File: config.mk
export PLATFORM = sky130hd
export DESIGN_NAME = primality_test_64bit_flat
export DESIGN_NICKNAME = d
export VERILOG_FILES = /design/src/hw/rtl/pt64_pkg.sv /design/src/hw/rtl/pt64_stream_if.sv /design/src/hw/rtl/pt64_mulmod.sv /design/src/hw/rtl/primality_test_64bit.sv /design/src/flat_wrapper.sv
export SDC_FILE = /design/constraint.sdc
export NUM_CORES = 2
export LEC_CHECK = 0
export BUFFER_PORTS_ARGS = -buffer_cell sky130_fd_sc_hd__buf_2
export CORE_UTILIZATION = 53
export CTS_BUF_LIST = sky130_fd_sc_hd__clkbuf_2 sky130_fd_sc_hd__clkbuf_4 sky130_fd_sc_hd__clkbuf_8
export DETAILED_ROUTE_END_ITERATION = 6
export PLACE_DENSITY = 0.69
export SYNTH_ARGS = -nofsm -noshare
export SYNTH_HDL_FRONTEND = slang
export SYNTH_HIERARCHICAL = 1
export SYNTH_SLANG_ARGS = --single-unit
export TNS_END_PERCENT = 100
File: constraint.sdc
create_clock -name i_clk -period 18.69 [get_ports i_clk]
set_clock_uncertainty 0.1 [all_clocks]
set_input_delay 0 -clock i_clk [delete_from_list [all_inputs] [get_ports i_clk]]
set_output_delay 0 -clock i_clk [all_outputs]
set_load 0.05 [all_outputs]
File: src/hw/rtl/pt64_pkg.sv
// Shared constants, types and the controller state enum for the 64-bit primality tester.
// No dependencies; every other file but the result interface imports this package.
`timescale 1ns / 1ps

package pt64_pkg;

    localparam int unsigned W         = 64;
    localparam int unsigned CNT_W     = $clog2(W);
    localparam int unsigned BITS_W    = $clog2(W + 1);
    localparam int unsigned NUM_BASES = 7;
    localparam int unsigned K_W       = $clog2(NUM_BASES);

    typedef logic [W-1:0] t_word;

    // Fixed Miller-Rabin witness set, exact over all 64-bit values
    localparam t_word BASES [NUM_BASES] = '{
        t_word'(2), t_word'(325), t_word'(9375), t_word'(28178),
        t_word'(450775), t_word'(9780504), t_word'(1795265022)
    };

    typedef enum logic [3:0] {
        ST_IDLE,
        ST_MOD3,
        ST_CLASS,
        ST_SPLIT,
        ST_NORM,
        ST_BASE,
        ST_BASE_WT,
        ST_SQR,
        ST_SQR_WT,
        ST_MULA,
        ST_MULA_WT,
        ST_CHECK,
        ST_LOOP,
        ST_LOOP_WT,
        ST_NEXT,
        ST_DONE
    } t_state;

endpackage

File: src/hw/rtl/pt64_stream_if.sv
// Valid/ready channel interfaces for the candidate input and the verdict output.
// Depends on pt64_pkg for the word type.
`timescale 1ns / 1ps

interface pt64_cand_if;
    import pt64_pkg::*;
    logic  valid;
    logic  ready;
    t_word candidate;
    modport source (output valid, output candidate, input ready);
    modport sink   (input valid, input candidate, output ready);
endinterface

interface pt64_res_if;
    logic valid;
    logic ready;
    logic is_prime;
    modport source (output valid, output is_prime, input ready);
    modport sink   (input valid, input is_prime, output ready);
endinterface

File: src/hw/rtl/pt64_mulmod.sv
// Bit-serial modular multiplier: (a * b) mod m by double-and-add over the bits of b.
// Depends on pt64_pkg. Requires a < m; one modular add per cycle.
`timescale 1ns / 1ps

module pt64_mulmod import pt64_pkg::*; (
    input  logic  i_clk,
    input  logic  i_rst_n,
    input  logic  i_start,
    input  t_word i_op_a,
    input  t_word i_op_b,
    input  t_word i_mod,
    output logic  o_busy,
    output logic  o_done,
    output t_word o_result
);

    logic             r_busy, n_busy;
    logic             r_phase, n_phase;
    logic             r_done, n_done;
    logic [CNT_W-1:0] r_cnt, n_cnt;
    t_word            r_acc, n_acc;
    t_word            r_a, n_a;
    t_word            r_b, n_b;
    t_word            r_m, n_m;

    t_word addend;
    t_word room;
    t_word sum_mod;

    // (acc + addend) mod m without leaving 64 bits; addend is acc when doubling
    always_comb begin
        addend  = r_phase ? r_a : r_acc;
        room    = r_m - addend;
        sum_mod = (r_acc >= room) ? (r_acc - room) : (r_acc + addend);
    end

    // Sequencer: double phase per bit, then an add phase only when the bit is set
    always_comb begin
        n_busy  = r_busy;
        n_phase = r_phase;
        n_done  = 1'b0;
        n_cnt   = r_cnt;
        n_acc   = r_acc;
        n_a     = r_a;
        n_b     = r_b;
        n_m     = r_m;
        if (i_start && !r_busy) begin
            n_busy  = 1'b1;
            n_phase = 1'b0;
            n_cnt   = CNT_W'(W - 1);
            n_acc   = '0;
            n_a     = i_op_a;
            n_b     = i_op_b;
            n_m     = i_mod;
        end else if (r_busy) begin
            n_acc = sum_mod;
            if (!r_phase && r_b[W-1]) begin
                n_phase = 1'b1;
            end else begin
                n_phase = 1'b0;
                n_b     = {r_b[W-2:0], 1'b0};
                if (r_cnt == '0) begin
                    n_busy = 1'b0;
                    n_done = 1'b1;
                end else begin
                    n_cnt = r_cnt - 1'b1;
                end
            end
        end
    end

    always_ff @(posedge i_clk) begin
        if (!i_rst_n) begin
            r_busy  <= 1'b0;
            r_phase <= 1'b0;
            r_done  <= 1'b0;
        end else begin
            r_busy  <= n_busy;
            r_phase <= n_phase;
            r_done  <= n_done;
        end
        r_cnt <= n_cnt;
        r_acc <= n_acc;
        r_a   <= n_a;
        r_b   <= n_b;
        r_m   <= n_m;
    end

    assign o_busy   = r_busy;
    assign o_done   = r_done;
    assign o_result = r_acc;

    // Add phase only ever follows a set multiplier bit
    a_add_on_bit: assert property (@(posedge i_clk) disable iff (!i_rst_n)
        (r_busy && !r_phase && n_phase) |-> r_b[W-1])
        else $error("add phase without a set bit");

    // Done pulses exactly once as the unit goes idle
    a_done_end: assert property (@(posedge i_clk) disable iff (!i_rst_n)
        r_done |-> ($past(r_busy) && !r_busy))
        else $error("done without finishing");

    // A start is never dropped on a busy unit by the controller
    a_no_restart: assert property (@(posedge i_clk) disable iff (!i_rst_n)
        r_busy |-> !i_start)
        else $error("start while busy");

endmodule

File: src/hw/rtl/primality_test_64bit.sv
// Top level of the 64-bit deterministic Miller-Rabin primality tester.
// Depends on pt64_pkg, pt64_stream_if and pt64_mulmod.
`timescale 1ns / 1ps
//
// Usage
//   i_cand carries one 64-bit candidate per item; o_res returns one is_prime
//   bit per item, in order. i_cand.ready is high only while the controller is
//   idle, so one candidate is worked on at a time.
// Operation
//   Residue mod 3 is found one bit per cycle; even numbers and multiples of
//   3 finish as soon as it is known. Other values strip the trailing zeros
//   of n-1 and left-align it, then run seven bases. Each modular product
//   uses the shared bit-serial multiplier. Each base costs up to about 128
//   products, so a prime near 2^64 takes longest; smaller values and
//   composites finish sooner.
// Reset
//   Synchronous active-low reset returns the controller to idle and empties
//   the output register.
// Stall
//   The verdict waits in the output register until taken; a new candidate is
//   accepted meanwhile, and a finished verdict waits until the register frees.

module primality_test_64bit import pt64_pkg::*; (
    input  logic           i_clk,
    input  logic           i_rst_n,
    pt64_cand_if.sink      i_cand,
    pt64_res_if.source     o_res
);

    t_state              r_state, n_state;
    t_word               r_n, n_n;
    t_word               r_sh, n_sh;
    t_word               r_d, n_d;
    t_word               r_a, n_a;
    t_word               r_x, n_x;
    logic [1:0]          r_r3, n_r3;
    logic [CNT_W-1:0]    r_cnt, n_cnt;
    logic [CNT_W-1:0]    r_s, n_s;
    logic [CNT_W-1:0]    r_r, n_r;
    logic [BITS_W-1:0]   r_dbits, n_dbits;
    logic [BITS_W-1:0]   r_ebits, n_ebits;
    logic [K_W-1:0]      r_k, n_k;
    logic                r_verdict, n_verdict;
    logic                r_out_valid, n_out_valid;
    logic                r_out_bit, n_out_bit;

    logic                mul_start;
    t_word               mul_a, mul_b;
    logic                mul_busy, mul_done;
    t_word               mul_res;
    logic [2:0]          r3_ext;
    t_word               n_minus1;

    assign n_minus1 = r_n - 1'b1;
    assign r3_ext   = {r_r3, r_sh[W-1]};

    pt64_mulmod u_mulmod (
        .i_clk    (i_clk),
        .i_rst_n  (i_rst_n),
        .i_start  (mul_start),
        .i_op_a   (mul_a),
        .i_op_b   (mul_b),
        .i_mod    (r_n),
        .o_busy   (mul_busy),
        .o_done   (mul_done),
        .o_result (mul_res)
    );

    // Next state
    always_comb begin
        n_state = r_state;
        case (r_state)
            ST_IDLE:    if (i_cand.valid) n_state = ST_MOD3;
            ST_MOD3:    if (r_cnt == '0) n_state = ST_CLASS;
            ST_CLASS: begin
                if (r_n < t_word'(2) || !r_n[0] || r_r3 == 2'd0) n_state = ST_DONE;
                else n_state = ST_SPLIT;
            end
            ST_SPLIT:   if (r_sh[0]) n_state = ST_NORM;
            ST_NORM:    if (r_d[W-1]) n_state = ST_BASE;
            ST_BASE:    n_state = ST_BASE_WT;
            ST_BASE_WT: begin
                if (mul_done) n_state = (mul_res == '0) ? ST_NEXT : ST_SQR;
            end
            ST_SQR:     n_state = ST_SQR_WT;
            ST_SQR_WT: begin
                if (mul_done) begin
                    if (r_sh[W-1]) n_state = ST_MULA;
                    else if (r_ebits == BITS_W'(1)) n_state = ST_CHECK;
                    else n_state = ST_SQR;
                end
            end
            ST_MULA:    n_state = ST_MULA_WT;
            ST_MULA_WT: begin
                if (mul_done) n_state = (r_ebits == BITS_W'(1)) ? ST_CHECK : ST_SQR;
            end
            ST_CHECK: begin
                n_state = (r_x == t_word'(1) || r_x == n_minus1) ? ST_NEXT : ST_LOOP;
            end
            ST_LOOP:    n_state = (r_r < r_s) ? ST_LOOP_WT : ST_DONE;
            ST_LOOP_WT: begin
                if (mul_done) begin
                    if (mul_res == n_minus1) n_state = ST_NEXT;
                    else if (mul_res == t_word'(1)) n_state = ST_DONE;
                    else n_state = ST_LOOP;
                end
            end
            ST_NEXT:    n_state = (r_k == K_W'(NUM_BASES - 1)) ? ST_DONE : ST_BASE;
            ST_DONE:    if (!r_out_valid || o_res.ready) n_state = ST_IDLE;
            default:    n_state = ST_IDLE;
        endcase
    end

    // Datapath and outputs
    always_comb begin
        n_n         = r_n;
        n_sh        = r_sh;
        n_d         = r_d;
        n_a         = r_a;
        n_x         = r_x;
        n_r3        = r_r3;
        n_cnt       = r_cnt;
        n_s         = r_s;
        n_r         = r_r;
        n_dbits     = r_dbits;
        n_ebits     = r_ebits;
        n_k         = r_k;
        n_verdict   = r_verdict;
        n_out_valid = r_out_valid;
        n_out_bit   = r_out_bit;
        mul_start   = 1'b0;
        mul_a       = r_x;
        mul_b       = r_x;

        if (r_out_valid && o_res.ready) n_out_valid = 1'b0;

        case (r_state)
            ST_IDLE: begin
                if (i_cand.valid) begin
                    n_n   = i_cand.candidate;
                    n_sh  = i_cand.candidate;
                    n_cnt = CNT_W'(W - 1);
                    n_r3  = 2'd0;
                end
            end
            ST_MOD3: begin
                // residue mod 3, one bit per cycle from the top
                n_r3  = (r3_ext >= 3'd3) ? 2'(r3_ext - 3'd3) : r3_ext[1:0];
                n_sh  = {r_sh[W-2:0], 1'b0};
                if (r_cnt != '0) n_cnt = r_cnt - 1'b1;
            end
            ST_CLASS: begin
                if (r_n < t_word'(2)) begin
                    n_verdict = 1'b0;
                end else if (!r_n[0] || r_r3 == 2'd0) begin
                    n_verdict = (r_n == t_word'(2)) || (r_n == t_word'(3));
                end else begin
                    n_sh = n_minus1;
                    n_s  = '0;
                end
            end
            ST_SPLIT: begin
                // strip trailing zeros of n-1: n-1 = d * 2^s
                if (!r_sh[0]) begin
                    n_sh = {1'b0, r_sh[W-1:1]};
                    n_s  = r_s + 1'b1;
                end else begin
                    n_d     = r_sh;
                    n_dbits = BITS_W'(W);
                end
            end
            ST_NORM: begin
                // left-align d so the exponent scan starts at its top set bit
                if (!r_d[W-1]) begin
                    n_d     = {r_d[W-2:0], 1'b0};
                    n_dbits = r_dbits - 1'b1;
                end else begin
                    n_k = '0;
                end
            end
            ST_BASE: begin
                // base mod n as 1 * base through the multiplier
                mul_start = 1'b1;
                mul_a     = t_word'(1);
                mul_b     = BASES[r_k];
            end
            ST_BASE_WT: begin
                if (mul_done) begin
                    n_a     = mul_res;
                    n_x     = t_word'(1);
                    n_sh    = r_d;
                    n_ebits = r_dbits;
                end
            end
            ST_SQR, ST_LOOP_WT: begin
                mul_start = (r_state == ST_SQR);
                if (r_state == ST_LOOP_WT && mul_done) begin
                    n_x = mul_res;
                    if (mul_res != n_minus1 && mul_res == t_word'(1)) n_verdict = 1'b0;
                    n_r = r_r + 1'b1;
                end
            end
            ST_SQR_WT: begin
                if (mul_done) begin
                    n_x = mul_res;
                    if (!r_sh[W-1]) begin
                        n_sh    = {r_sh[W-2:0], 1'b0};
                        n_ebits = r_ebits - 1'b1;
                    end
                end
            end
            ST_MULA: begin
                mul_start = 1'b1;
                mul_a     = r_a;
                mul_b     = r_x;
            end
            ST_MULA_WT: begin
                if (mul_done) begin
                    n_x     = mul_res;
                    n_sh    = {r_sh[W-2:0], 1'b0};
                    n_ebits = r_ebits - 1'b1;
                end
            end
            ST_CHECK: begin
                n_r = CNT_W'(1);
            end
            ST_LOOP: begin
                if (r_r < r_s) mul_start = 1'b1;
                else n_verdict = 1'b0;
            end
            ST_NEXT: begin
                if (r_k == K_W'(NUM_BASES - 1)) n_verdict = 1'b1;
                else n_k = r_k + 1'b1;
            end
            ST_DONE: begin
                if (!r_out_valid || o_res.ready) begin
                    n_out_valid = 1'b1;
                    n_out_bit   = r_verdict;
                end
            end
            default: ;
        endcase
    end

    always_ff @(posedge i_clk) begin
        if (!i_rst_n) begin
            r_state     <= ST_IDLE;
            r_out_valid <= 1'b0;
        end else begin
            r_state     <= n_state;
            r_out_valid <= n_out_valid;
        end
        r_n       <= n_n;
        r_sh      <= n_sh;
        r_d       <= n_d;
        r_a       <= n_a;
        r_x       <= n_x;
        r_r3      <= n_r3;
        r_cnt     <= n_cnt;
        r_s       <= n_s;
        r_r       <= n_r;
        r_dbits   <= n_dbits;
        r_ebits   <= n_ebits;
        r_k       <= n_k;
        r_verdict <= n_verdict;
        r_out_bit <= n_out_bit;
    end

    assign i_cand.ready   = (r_state == ST_IDLE);
    assign o_res.valid    = r_out_valid;
    assign o_res.is_prime = r_out_bit;

    // Multiplier is idle whenever the controller is idle
    a_mul_idle: assert property (@(posedge i_clk) disable iff (!i_rst_n)
        (r_state == ST_IDLE) |-> !mul_busy)
        else $error("multiplier busy while idle");

    // A witness check only sees a fully reduced residue
    a_x_reduced: assert property (@(posedge i_clk) disable iff (!i_rst_n)
        (r_state == ST_CHECK) |-> (r_x < r_n))
        else $error("residue not reduced");

    // Leaving the done state always loads the output register
    a_done_loads: assert property (@(posedge i_clk) disable iff (!i_rst_n)
        (r_state == ST_DONE && n_state == ST_IDLE) |=> r_out_valid)
        else $error("verdict lost");

endmodule

File: src/flat_wrapper.sv
// flat-port wrapper written by rule: the top's interface ports become plain ports
module primality_test_64bit_flat import pt64_pkg::*;
  (i_clk, i_rst_n, i_cand_valid, i_cand_candidate, i_cand_ready, o_res_valid, o_res_is_prime, o_res_ready);
  pt64_cand_if i_cand_i ();
  pt64_res_if o_res_i ();
  input  logic i_clk;
  input  logic i_rst_n;
  input wire logic [$bits(i_cand_i.valid)-1:0] i_cand_valid;
  input wire logic [$bits(i_cand_i.candidate)-1:0] i_cand_candidate;
  output wire logic [$bits(i_cand_i.ready)-1:0] i_cand_ready;
  output wire logic [$bits(o_res_i.valid)-1:0] o_res_valid;
  output wire logic [$bits(o_res_i.is_prime)-1:0] o_res_is_prime;
  input wire logic [$bits(o_res_i.ready)-1:0] o_res_ready;
  assign i_cand_i.valid = i_cand_valid;
  assign i_cand_i.candidate = i_cand_candidate;
  assign i_cand_ready = i_cand_i.ready;
  assign o_res_valid = o_res_i.valid;
  assign o_res_is_prime = o_res_i.is_prime;
  assign o_res_i.ready = o_res_ready;
  primality_test_64bit u_core (.i_clk(i_clk), .i_rst_n(i_rst_n), .i_cand(i_cand_i), .o_res(o_res_i));
endmodule
# Word level (Yosys, flattened, before mapping)
# Memories as Yosys holds them, arrays and structs flattened.
# Cells that the tools add are included.
# word_totals
wordCells	237
out_inout_bits	3
memories	1
register_bits	629
input_bits	68
rom_bits	512
# memory_table
name	depth	word_bits	rd	rd_clocked_by_memory_dff	wr	line	rtl
(name not given)	8	64	1	0	0	primality_test_64bit.sv:185	mul_b = BASES[r_k];
# classes
mux	85
n_bitwise	5
add_sub_neg	12
reduce_logical	55
order_cmp	5
eq_ne	47
# ops
cell	count
64-bit 2-to-1 mux	21
64-bit case mux with 7 select lines	1
64-bit case mux with 2 select lines	2
64-bit case mux with 3 select lines	1
64-bit by 1-bit == test with 1-bit output, second input constant	2
64-bit by 2-bit == test with 1-bit output, second input constant	2
64-bit == test	2
64-bit subtractor	2
64-bit adder	1
64-bit greater-or-equal comparator	1
64-bit logical NOT	1
64-bit by 2-bit less-than comparator with 1-bit output, second input constant	1
64-bit inequality test	1
4-bit case mux with 16 select lines	1
64-bit by 1-bit subtractor with 64-bit output, second input constant	1
4-bit 2-to-1 mux	15
7-bit 2-to-1 mux	6
6-bit 2-to-1 mux	6
6-bit case mux with 2 select lines	3
4-bit == test, second input constant	8
2-bit inequality test, second input constant	13
7-bit case mux with 3 select lines	1
2-bit by 1-bit inequality test with 1-bit output, second input constant	9
9-bit AND reduction	2
other kinds (43)	106

# Longest topological paths before layout
# logic_depth
word_depth	6
ltp_mapped	32
depth_no_buf	28

# Modules after synthesis
# The synthesis kept the hierarchy.
# modules_own_cells
mod	area_per_inst_um2	instances	seq_area_each_um2	cells_per_inst
primality_test_64bit	22391.5	1	10880.4	2217
pt64_mulmod	21504.4	1	7226.9	2539

# Worst setup path after synthesis
# Ideal clock, no wire load.
# synth_timing
path_kind	reg2reg
from	reg u_core.r_state[0]
to	reg u_core.r_d[0] (enable)
path_stages_with_launch	7
t_required_ns	17.995
t_arrival_ns	6.163
setup_ns	0.595
path_slack_ns	11.833
period_less_slack_ns	6.857
n_path_buf	2
path_cell_list	dfxtp_1 clkbuf_1 nand2b_1 nor3_1 inv_2 clkbuf_1 o21ai_0
# synth_between
elab_chain_cells	3
word_cells_on_any_way	6
cone_classes	eq/ne (4); reduce/logical (2)
# synth_lines
item	line	rtl
start, declared	primality_test_64bit.sv:30	t_state r_state, n_state;
start signal, assigned	primality_test_64bit.sv:250	r_state <= n_state;
4-bit by 3-bit == test with 1-bit output / 4-bit by 2-bit == test with 1-bit output (equally long branches)	primality_test_64bit.sv:137	case (r_state)
2-bit inequality test (no line), or another cell as far along	--	
3-bit AND reduction (no line) (*)	--	
end signal, assigned	primality_test_64bit.sv:255	r_d <= n_d;
end, declared	primality_test_64bit.sv:33	t_word r_d, n_d;
# Every way passes the cells marked *; elsewhere a longest branch is shown, timed or not.
# A chain may end at the register's enable or synchronous reset.

# Final worst setup path
# layout_timing
from	reg u_core.u_mulmod.r_phase
to	reg u_core.u_mulmod.r_acc[34] (netlist: u_core/u_mulmod/o_result[34])
# layout_between
elab_chain_cells	4
word_cells_on_any_way	6
cone_classes	add/sub (3); order compare (1); mux (2)
# layout_lines
item	line	rtl
start, declared	pt64_mulmod.sv:18	logic r_phase, n_phase;
start signal, assigned	pt64_mulmod.sv:79	r_phase <= n_phase;
64-bit 2-to-1 mux (*)	pt64_mulmod.sv:32	addend = r_phase ? r_a : r_acc;
64-bit subtractor	pt64_mulmod.sv:33	room = r_m - addend;
64-bit subtractor / 64-bit greater-or-equal comparator (equally long branches)	pt64_mulmod.sv:34	sum_mod = (r_acc >= room) ? (r_acc - room) : (r_acc + addend);
64-bit 2-to-1 mux (*)	pt64_mulmod.sv:34	
end signal, assigned	pt64_mulmod.sv:83	r_acc <= n_acc;
end, declared	pt64_mulmod.sv:21	t_word r_acc, n_acc;
# Marks and branches as above.

==> flow_summary_export.csv <==
group,metric,value,unit
place,numPortBuffers,70,
synthesis,synth-edff-count,551,
sta,setup_viol_count_final,0,
route,drcViolationCount,0,
synthesis,yosysTopAreaCellShare,37.7,%
layout,area_growth,11.4,%
setup_path,worstReg2RegEnd,"u_core/u_mulmod/o_result[34]$_SDFFE_PP0P_",
route,vias_per_cell,6.48,
floorplan,die_x,290,um
clock_tree,htreeDepth,3,
synthesis,yosysSeqAreaShare,41.3,%
sta,slew_headroom,10.2,%
setup_path,worstPathRequired,19250,ps
floorplan,core-area,0.0820,mm^2
sta,rsz0062_at_grt,"no",
synthesis,ys_ff_latch,629,
synthesis,yosysWarningCount,6,
global_routing,gr-usage-all-layers,35.2,%
sta,fmax,117,MHz
layout,nets,5172,
setup_path,r2r_setup_slack,10180,ps
synthesis,yosys-top-cells-area,"edfxtp_1 38%, ha_1 6.2%, nand2_1 5.6%, xnor2_1 4.4%, o21ai_0 3.6%",
setup_path,path_class,"reg -> reg",
setup_path,r2r_cells,28,
clock_tree,clkLatencyLatePin,740,ps
place,gp_congestion,1.02,
clock_tree,cts_made_buffers,100,
synthesis,ys.flop_type,"edfxtp_1",
route,routedWlPerCell,24.9,um
synthesis,synth_top_area_cell,"edfxtp_1",
sta,drv_slew,0,
run_status,status,"finished clean",
layout,num-fill-cells,7140,
setup_path,crit_top_cell,"o21ai_0",
synthesis,syn_area,0.0439,mm^2
sta,tns,0,ps
place,dp_hpwl,112000,um
synthesis,synthCells,4756,
job,drv_cap,0,
setup_path,r2r-start,"u_core/u_mulmod/r_phase$_SDFFE_PP0P_",
global_routing,antenna_found_initial,2,
global_routing,grt_max_degree,108,
route,drt_iter0_markers,5583,
setup_path,critPathMaxFanout,66,
global_routing,grt_pass1_wl,223000,um
setup_path,cp_slowest_stage_delay,780,ps
pwr,power.density,180,mW/mm^2
setup_path,cp-end-kind,"flop",
global_routing,gr-total-overflow,0,
floorplan,ios,71,
clock_tree,cts.clk_slew.worst_paths,70,ps
layout,multi_input_area,0.0242,mm^2
worst_hold_path,hold_path.startpoint,"i_cand_candidate[14]",
pwr,total_power,8.83,mW
sta,tightestPinTransition,1310,ps
route,ant_nets,0,
clock_tree,clockBufferDepth,3,
floorplan,start_util,53.5,%
floorplan,row_count,105,
sta,finalCriticalPeriod,8510,ps
route,via_count,39200,
clock_tree,cts_resized,0,
setup_path,startpoint_type,"flop",
floorplan,die_area,0.0840,mm^2
worst_hold_path,hold_class,"in -> reg",
layout,regArea,0.0181,mm^2
clock_tree,cts_root_buf,"clkbuf_8",
floorplan,die_h,290,um
layout,final_cell_mix,"651 x nand2_1, 551 x edfxtp_1, 316 x o21ai_0",
pwr,vdd_drop_max,0.000131,V
sta,fin_crit_sh,45.5,%
worst_hold_path,min_path_cells,3,
sta,final-hold-violation-count,0,
setup_path,cp.arrival,9080,ps
route,first_pass_iters,6,
pwr,leakage,19.0,nW
synthesis,synth_fp_nets,5044,
synthesis,synth_cell_types,100,
global_routing,grt_pass1_vias,35900,
route,drt_wl_total,150000,um
setup_path,cp_slowest_cell,"buf_4",
layout,drive_above_1_share,8.92,%
synthesis,synth_area_per_cell,9.23,um^2
clock_tree,cts_tree,"built",
worst_hold_path,hold_end,"u_core/r_sh[14]$_DFFE_PP_",
synthesis,synthArstFlopShare,0,%
layout,mostFrequentLayoutCell,"nand2_1",
clock_tree,clkSinkCount,629,
[what timing repair did]
item,4_1_cts,5_1_grt
buffers inserted,0,0
hold endpoints to repair,147,0
hold buffers,139,0
[kinds of logic after synthesis]
logic type	count (synthesis)	synth area share (%)
simple gates	1717	19.1
flops	629	41.3
fa+ha+maj	220	6.32
mux	112	2.67
buf+inv	445	3.96
compound gates	1269	19.0
xor+xnor	364	7.68
[flip-flops by register name, summed over array words and instances, names as in the netlist, 2 cells and up]
signal / flops
u_core/r_a: 64
u_core/r_cnt: 6
u_core/r_d: 64
u_core/r_dbits: 7
u_core/r_ebits: 7
u_core/r_k: 3
u_core/r_n: 64
u_core/r_r: 6
u_core/r_r3: 2
u_core/r_s: 6
u_core/r_sh: 64
u_core/r_state: 4
u_core/r_x: 64
u_core/u_mulmod/o_result: 64
u_core/u_mulmod/r_a: 64
u_core/u_mulmod/r_b: 64
u_core/u_mulmod/r_cnt: 6
u_core/u_mulmod/r_m: 64
[area by class of cell]
type / instances / area share, %
Inverter: 173 / 1.34
Timing Repair Buffer: 298 / 4.93
Clock buffer: 124 / 3.30
Clock inverter: 62 / 1.26
Antenna cell: 3 / 0.0153
Tap cell: 1070 / 2.74
Multi-Input combinational cell: 3682 / 49.4
Sequential cell: 629 / 37.0
[how the worst max path moves through the flow]
stage                                                     from                                         to  slack (ps)  depth (start not counted)
after detailed placement  u_core/u_mulmod/r_phase$_SDFFE_PP0P_  u_core/u_mulmod/o_result[48]$_SDFFE_PP0P_       10260                         27
after global routing      u_core/u_mulmod/r_phase$_SDFFE_PP0P_  u_core/u_mulmod/o_result[34]$_SDFFE_PP0P_        9470                         27
after floorplan                 u_core/r_state[0]$_SDFFE_PN0P_                u_core/r_d[0]$_SDFFCE_PN1P_       11830                          6
after global placement    u_core/u_mulmod/r_phase$_SDFFE_PP0P_  u_core/u_mulmod/o_result[58]$_SDFFE_PP0P_       10390                         27
after CTS                 u_core/u_mulmod/r_phase$_SDFFE_PP0P_  u_core/u_mulmod/o_result[34]$_SDFFE_PP0P_       10180                         28
final                     u_core/u_mulmod/r_phase$_SDFFE_PP0P_  u_core/u_mulmod/o_result[34]$_SDFFE_PP0P_       10180                         28
[per-stage QoR]
stage / area, um^2 / hold slack (ps) / setup WS [ps] / utilization (%) / instances
finish: 48900 / 24.5 / 10180 / 59.7 / 6041
global route: 48900 / 12.5 / 9470 / 59.7 / 6039
CTS: 48900 / 0.155 / 10180 / 59.7 / 6038
detailed placement: 45300 / 97.3 / 10260 / 55.2 / 5713
global placement: 45300 / 95.8 / 10390 / 55.2 / 5713
floorplan: 43900 / -1.13 / 11830 / - / 4756
[report_power, final]
part,switching [mW],internal [mW]
clock network,0.600,0.727
logic,3.34,1.83
registers,0.333,2.00
total,4.27,4.56
[synth_stat cells (all sizes together) (44+ instances only)]
cell type,n
nand2,655
edfxtp,551
o21ai,332
nor2,314
a21oi,306
clkbuf,228
xnor2,223
ha,217
inv,173
a21o,132
xor2,128
and2,114
nand2b,109
nand4,96
nor4,92
nand3,79
dfxtp,78
nor3,78
mux2i,72
a31oi,68
buf,44
o21a,44
[critical path: cells and delay by family, from the launching register on]
kind	cells	cell delay, ps
AOI/OAI and AO/OA	13	2780
xor gates and xnor gates	1	220
adders and majority gates	3	910
and+or+nand+nor	8	2860
buffers and inverters	3	1180
DFF	1	350
[layer usage]
metal,vias up,track usage (%),part of all wire (%)
met4,0,14.6,4.5
met5,-,0,0
met2,2289,50.0,41
met3,328,6.39,11
met1,18700,52.5,44
li1,17900,-,-
No activity file was read; power rests on OpenSTA's default activity.
